### src/rtl/tsbc_pkg.sv
// Shared constants and types for the triangle strip backface cull block.
`timescale 1ns / 1ps
`default_nettype none

package tsbc_pkg;

	localparam int unsigned VERTEX_INDEX_BITS_DEF = 16;
	localparam int unsigned COORD_BITS_DEF        = 32;
	localparam int unsigned TRI_NUM_BITS          = 16;
	localparam int unsigned CFG_INDEX_BITS        = 2;

	typedef enum logic [CFG_INDEX_BITS-1:0] {
		CFG_CAMERA_X = 2'd0,
		CFG_CAMERA_Y = 2'd1,
		CFG_CAMERA_Z = 2'd2
	} cfg_reg_t;

endpackage

`default_nettype wire

### src/rtl/tsbc_strip.sv
// Strip index tracker: picks the triangle's three indices and keeps the running count.
`timescale 1ns / 1ps
`default_nettype none

module tsbc_strip #(
	parameter int unsigned VERTEX_INDEX_BITS = tsbc_pkg::VERTEX_INDEX_BITS_DEF
) (
	input  wire logic                              clk,
	input  wire logic                              arst_n,
	input  wire logic                              accept,
	input  wire logic                              restart,
	input  wire logic                              final_triangle,
	input  wire logic [VERTEX_INDEX_BITS-1:0]      lead_index,
	input  wire logic [VERTEX_INDEX_BITS-1:0]      mid_index,
	input  wire logic [VERTEX_INDEX_BITS-1:0]      tail_index,
	output logic      [VERTEX_INDEX_BITS-1:0]      vertex_a,
	output logic      [VERTEX_INDEX_BITS-1:0]      vertex_b,
	output logic      [VERTEX_INDEX_BITS-1:0]      vertex_c,
	output logic      [tsbc_pkg::TRI_NUM_BITS-1:0] triangle_number
);

	logic [VERTEX_INDEX_BITS-1:0]      held_first_q;
	logic [VERTEX_INDEX_BITS-1:0]      held_second_q;
	logic [tsbc_pkg::TRI_NUM_BITS-1:0] count_q;

	// Without a restart the word's lead index is the new third vertex.
	always_comb begin
		if (restart) begin
			vertex_a = lead_index;
			vertex_b = mid_index;
			vertex_c = tail_index;
		end else begin
			vertex_a = held_first_q;
			vertex_b = held_second_q;
			vertex_c = lead_index;
		end
	end

	assign triangle_number = count_q;

	always_ff @(posedge clk or negedge arst_n) begin
		if (!arst_n) begin
			held_first_q  <= '0;
			held_second_q <= '0;
			count_q       <= '0;
		end else if (accept) begin
			if (final_triangle) begin
				held_first_q  <= '0;
				held_second_q <= '0;
				count_q       <= '0;
			end else begin
				held_first_q  <= vertex_b;
				held_second_q <= vertex_c;
				count_q       <= count_q + 1'b1;
			end
		end
	end

endmodule

`default_nettype wire

### config.mk
export PLATFORM = sky130hd
export DESIGN_NAME = tsbc_strip
export DESIGN_NICKNAME = d
export VERILOG_FILES = /design/src/rtl/tsbc_pkg.sv /design/src/rtl/tsbc_strip.sv
export SDC_FILE = /design/constraint.sdc
export NUM_CORES = 1
export LEC_CHECK = 0
export ABC_AREA = 1
export BUFFER_PORTS_ARGS = -buffer_cell sky130_fd_sc_hd__buf_2
export CAP_MARGIN = 40
export CORE_MARGIN = 4
export CORE_UTILIZATION = 43
export CTS_BUF_LIST = sky130_fd_sc_hd__clkbuf_16
export DETAILED_ROUTE_END_ITERATION = 10
export PLACE_DENSITY = 0.77
export SLEW_MARGIN = 5
export SYNTH_ARGS = -nofsm -noshare
export SYNTH_HDL_FRONTEND = slang
export SYNTH_SLANG_ARGS = --single-unit
### constraint.sdc
create_clock -name clk -period 1.2 [get_ports clk]
set_input_delay 0.24 -clock clk [delete_from_list [all_inputs] [get_ports clk]]
set_output_delay 0.24 -clock clk [all_outputs]
set_load 0.1 [all_outputs]
==> load_flow_metrics.sql, run 1 <==
INSERT INTO impl_metrics (metric_group, metric, value, unit) VALUES
('placed_design', 'dp_hpwl', '7060', 'um'),
('floorplanning', 'die_x', '87.4', 'um'),
('logic_synthesis', 'synth_seq_cells', '48', ''),
('logic_synthesis', 'postSynthNetCount', '426', ''),
('clock_network', 'cts_num_sinks', '48', ''),
('sta', 'worst_endpoint_kind', 'sequential cell input', ''),
('status', 'run_status', 'stopped before the end', ''),
('placed_design', 'port-buffer-count', '116', ''),
('logic_synthesis', 'syn_inst', '372', ''),
('status', 'firstError', '[ERROR DPL-0038] Utilization greater than 100%, impossible to legalize', ''),
('clock_network', 'cts_made_buffers', '5', ''),
('clock_network', 'ctsLongestPathBuffers', '2', ''),
('floorplanning', 'floorplan.die.height', '87.4', 'um'),
('logic_synthesis', 'post_synth_instance_area', '0.00271', 'mm^2'),
('sta', 'grt_worst_setup_endpoint', 'triangle_number[14]$_DFFE_PN0P_/D', ''),
('logic_synthesis', 'post_synthesis_mean_instance_area', '7.29', 'um^2'),
('logic_synthesis', 'synthDistinctLibCells', '27', ''),
('floorplanning', 'placement_rows', '28', ''),
('status', 'haltStage', '5_1_grt', ''),
('placed_design', 'post-place-cells', '581', ''),
('logic_synthesis', 'synth_warnings', '0', ''),
('grt', 'largest_net_degree_at_the_start_of_global_routing', '49', ''),
('placed_design', 'place_ws', '-0.127', 'ns'),
('placed_design', 'gp_congestion', '0.831', ''),
('logic_synthesis', 'synth.yosys.seq_area_share', '44.3', '%'),
('clock_network', 'h-tree-depth', '2', ''),
('clock_network', 'cts_root_buffer', 'clkbuf_16', ''),
('floorplanning', 'initial_core_util', '45.0', '%'),
('floorplanning', 'io-pin-count', '117', '');
-- cells by family after synthesis --
kind of cell | count (synthesis) | synth area share (%)
flip-flops | 48 | 44.3
AO/OA/AOI/OAI | 76 | 15.6
buffers and inverters | 100 | 16.0
AND/OR/NAND/NOR | 146 | 23.3
multiplexers | 1 | 0.369
adder cells (fa/ha/maj) | 1 | 0.461
-- Yosys cell counts, drive strengths merged --
| cell | count | area [um^2] |
|---|---|---|
| nand3 | 5 | 30.0 |
| a211oi | 1 | 7.51 |
| nand4 | 3 | 18.8 |
| inv | 81 | 304 |
| nor2 | 25 | 133 |
| or2 | 1 | 6.26 |
| ha | 1 | 12.5 |
| and2 | 1 | 6.26 |
| dfrtp | 48 | 1200 |
| nand2 | 109 | 429 |
| a21oi | 6 | 30.0 |
| nor3 | 2 | 10.0 |
| clkbuf | 4 | 15.0 |
| o21ai | 37 | 185 |
| mux2i | 1 | 10.0 |
| buf | 15 | 114 |
| o22ai | 32 | 200 |
-- metrics by stage --
stage | utilization, % | cell area (um^2)
global placement | 85.1 | 5130
floorplan | - | 3350
detailed placement | 85.1 | 5130
CTS | 93.6 | 5640
-- timing repair --
item / in CTS
hold endpoints to repair: 48
setup buffers: 27
endpoints found under the setup margin: 67
resized for setup: 57
pin swaps: 31
hold buffers: 1
cloned: 3
==> run 2, diff against run 1 <==
Settings changed: CORE_UTILIZATION 43 to 35, CTS_BUF_LIST sky130_fd_sc_hd__clkbuf_16 to default, PLACE_DENSITY 0.77 to default, PLACE_DENSITY_LB_ADDON from default to 0.15.
Clock period 1.2 ns to 1.55 ns, I/O delays scaled along.
==> run 2 against run 1 <==
Effect of this change:
- the run now ends clean
- synthesized cell count unchanged
- area after synthesis unchanged
==> load_flow_metrics.sql, run 2 <==
INSERT INTO impl_metrics (metric_group, metric, value, unit) VALUES
('status', 'run_status', 'complete, no violations', ''),
('sta', 'rsz0062_at_grt', 'no', ''),
('clock_network', 'cts_post_setup_buffers_inserted', '0', ''),
('clock_network', 'cts_num_sinks', '48', ''),
('clock_network', 'h-tree-depth', '2', ''),
('route', 'postRouteAntennaNets', '0', ''),
('sta', 'whs', '0.334', 'ns'),
('worst_setup_path', 'worstSetupPathDepth', '1', ''),
('logic_synthesis', 'library_cell_occupying_the_most_area_in_the_post_synthesis_netlist', 'dfrtp_1', ''),
('logic_synthesis', 'post_synth_edffs', '0', ''),
('floorplanning', 'io-pin-count', '117', ''),
('grt', 'via_count_of_the_first_global_routing_pass', '2717', ''),
('route', 'drt-pass1-iter-count', '4', ''),
('placed_design', 'post-place-cells', '584', ''),
('placed_design', 'gp_congestion', '0.825', ''),
('worst_setup_path', 'crit_arrival', '1.18', 'ns'),
('grt', 'grt_usage', '18.4', '%'),
('clock_network', 'cts_made_buffers', '5', ''),
('placed_design', 'post_place_instance_area', '0.00459', 'mm^2'),
('logic_synthesis', 'post-synth-top-count-cell', 'nand2_1', ''),
('logic_synthesis', 'synthTopCellsByArea', 'dfrtp_1 44%, nand2_1 15%, inv_1 11%', ''),
('power_and_ir_drop', 'switching_power_summed_over_all_nets', '1.80', 'mW'),
('power_and_ir_drop', 'power.total', '4.33', 'mW'),
('layout', 'utilization', '64.2', '%'),
('logic_synthesis', 'postSynthNetCount', '426', ''),
('worst_hold_path', 'worstHoldPathType', 'in2reg', ''),
('power_and_ir_drop', 'p_clk_share', '22.1', '%'),
('layout', 'antennaDiodeCount', '0', ''),
('worst_hold_path', 'hold-path-cell-count', '4', ''),
('worst_setup_path', 'worstRegToRegCells', '8', ''),
('sta', 'timing_worst_slew_pin_value', '0.496', 'ns'),
('floorplanning', 'floorplan.die.height', '96.0', 'um'),
('logic_synthesis', 'synthDistinctLibCells', '27', ''),
('logic_synthesis', 'ys_top_cells_by_count', '105 x nand2_1, 80 x inv_1, 48 x dfrtp_1, 32 x o22ai_1, 29 x o21ai_0', ''),
('logic_synthesis', 'synth_warnings', '0', ''),
('grt', 'first_pass_grt_wire_length', '13300', 'um'),
('floorplanning', 'placement_rows', '31', ''),
('route', 'drt-vias-per-instance', '4.70', ''),
('layout', 'layout.cell_area.non_filler', '0.00476', 'mm^2'),
('clock_network', 'cts_tree', 'built', ''),
('route', 'drcViolationCount', '0', ''),
('layout', 'drive_gt1_share', '43.2', '%'),
('sta', 'layout_min_cycle_time', '1.49', 'ns'),
('layout', 'final_cells', '594', ''),
('floorplanning', 'initial_core_util', '36.6', '%'),
('sta', 'clock-skew-final', '0.0151', 'ns'),
('logic_synthesis', 'synth.yosys.seq_area_share', '44.3', '%'),
('grt', 'largest_net_degree_at_the_start_of_global_routing', '32', ''),
('route', 'routedWlPerCell', '13.4', 'um'),
('sta', 'post-route-period-util', '95.9', '%'),
('worst_setup_path', 'critical-path-slowest-cell', 'dfrtp_4', ''),
('logic_synthesis', 'yosys_most_used_dff', 'dfrtp_1', ''),
('worst_setup_path', 'category_of_the_worst_setup_path_capture_point', 'output port', ''),
('grt', 'overflow', '0', ''),
('sta', 'number_of_max_slew_violations_in_the_final_report', '0', ''),
('flow_run', 'cap_viol_max_count', '0', ''),
('placed_design', 'port-buffer-count', '116', ''),
('power_and_ir_drop', 'portion_of_total_power_attributed_to_sequential_cells', '31.5', '%'),
('worst_setup_path', 'biggest_cell_delay_along_the_critical_path', '0.44', 'ns'),
('worst_setup_path', 'worst_setup_path_start_kind', 'register', ''),
('floorplanning', 'dieArea', '0.00922', 'mm^2'),
('route', 'drt_wl_total', '7960', 'um'),
('layout', 'n_fill_cell', '638', ''),
('grt', 'grt_antenna_before_repair', '0', ''),
('power_and_ir_drop', 'pwr_density_cell', '911', 'mW/mm^2'),
('sta', 'finalSetupViolations', '0', ''),
('route', 'number_of_drc_markers_in_iteration_0', '65', ''),
('clock_network', 'clock_insertion_delay_worst_skew', '0.30', 'ns'),
('logic_synthesis', 'post_synth_instance_area', '0.00271', 'mm^2'),
('worst_setup_path', 'critical_path_required', '1.24', 'ns'),
('layout', 'mostFrequentLayoutCell', 'nand2_1', ''),
('clock_network', 'cts_root_buffer', 'clkbuf_8', ''),
('logic_synthesis', 'post_synthesis_mean_instance_area', '7.29', 'um^2'),
('worst_setup_path', 'cp_num_buf_inv', '1', ''),
('power_and_ir_drop', 'internal_power', '2.53', 'mW'),
('logic_synthesis', 'synth_seq_cells', '48', ''),
('power_and_ir_drop', 'p_leak', '2.36', 'nW'),
('route', 'vias', '2789', ''),
('clock_network', 'ctsLongestPathBuffers', '2', ''),
('clock_network', 'clock_pin_transition_on_the_worst_setup_and_hold_timing_paths', '0.10', 'ns'),
('logic_synthesis', 'syn_inst', '372', ''),
('layout', 'nNetsFinal', '548', ''),
('power_and_ir_drop', 'peakVddDrop', '0.000625', 'V'),
('worst_setup_path', 'crit_family', 'flip-flops', ''),
('power_and_ir_drop', 'switching_power_as_a_share_of_total_power', '41.6', '%'),
('floorplanning', 'die_x', '96.0', 'um'),
('layout', 'final-seq-area', '0.00122', 'mm^2'),
('sta', 'clock.fmax', '0.673', 'GHz'),
('worst_setup_path', 'path_class', 'reg2out', ''),
('sta', 'max-slew-margin-rel', '67.2', '%'),
('logic_synthesis', 'asyncSetResetFlopFracSynth', '100', '%'),
('worst_setup_path', 'critical_path.max_fanout', '4', ''),
('layout', 'layout-area-overhead-vs-synth', '75.4', '%'),
('worst_setup_path', 'cp_cell_sequence', 'buf_2', ''),
('layout', 'layout.cells.most_common_list', '89 x nand2_1, 80 x inv_1, 66 x buf_2', ''),
('power_and_ir_drop', 'share_comb_of_total_power', '46.4', '%'),
('placed_design', 'dp_hpwl', '6200', 'um'),
('floorplanning', 'design.core.area', '0.00741', 'mm^2'),
('logic_synthesis', 'portion_of_synthesized_cell_area_occupied_by_the_leading_cell_type', '44.3', '%'),
('layout', 'combined_area_of_the_multi_input_logic_cells', '0.00148', 'mm^2'),
('sta', 'report.final.hold_viol_count', '0', '');
-- run 2: cell counts after synthesis --
Identical to the previous run, type by type.
-- run 2: worst paths after layout --
path / from / endpoint / slack (ns)
max in group asynchronous: arst_n / triangle_number[10] / 0.74
min in group asynchronous: arst_n / held_first_q[2] / 0.52
worst min-delay path: final_triangle / triangle_number[6] / 0.33
worst max register to register: triangle_number[0] / triangle_number[10] / 0.17
worst max-delay path: triangle_number[2] / triangle_number[2] / 0.06
worst min register to register: triangle_number[7] / triangle_number[7] / 0.54
-- run 2: kinds of logic (layout without fill, tap and decap cells) --
kind of cell	count (synthesis)	count (layout)	synth area share (%)
and+or+nand+nor	146	146	23.3
muxes	1	1	0.369
AOI/OAI and AO/OA	76	76	15.6
buffers and inverters	100	223	16.0
DFF	48	48	44.3
adders and majority gates	1	1	0.461
-- run 2: cell type report --
| class | count | share of cell area [%] |
|---|---|---|
| well taps | 99 | 2.60 |
| multi-input cells | 224 | 31.1 |
| inverters | 81 | 6.39 |
| repair buffers | 134 | 31.6 |
| flip-flops and latches | 48 | 25.7 |
| clock inverters | 2 | 0.815 |
| clock buffers | 6 | 1.74 |
-- run 2: metal layers --
layer,GRT usage (%),routed length (um),up-vias
li1,-,-,1403
met1,23.2,3380,1309
met2,32.0,3990,75
met3,4.77,559,2
met4,3.20,30,0
met5,0,0,-
-- run 2: power by group through the flow --
stage                     clock [mW]  combinational [mW]  sequential (mW)
after CTS                      0.993                2.03             1.37
after global placement             0                1.99             1.39
final                          0.960                2.01             1.37
after floorplan                    0                1.25             1.46
after detailed placement           0                2.01             1.39
after global routing            1.04                2.11             1.38
-- run 2: repair_timing --
| item | in CTS | in global routing |
|---|---|---|
| gates resized for setup | 2 | 2 |
| endpoints found under the hold margin | 13 | 0 |
| hold buffers | 1 | 0 |
| endpoints found under the setup margin | 1 | 2 |
| gates cloned | 1 | 0 |
-- run 2: tightest hold or removal path: cells and delay by family --
family | cells | cell delay [ns]
buffers and inverters | 2 | 0.18
and+or+nand+nor | 1 | 0.06
AOI/OAI and AO/OA | 1 | 0.06
-- run 2: per-stage QoR --
stage                     setup TNS, ns  setup slack [ns]
after floorplan                 -0.0554           -0.0306
after global placement                0            0.0399
after detailed placement              0           0.00149
after CTS                             0            0.0208
after global routing                  0            0.0133
final                                 0            0.0632
(Power assumes the default switching activity.)
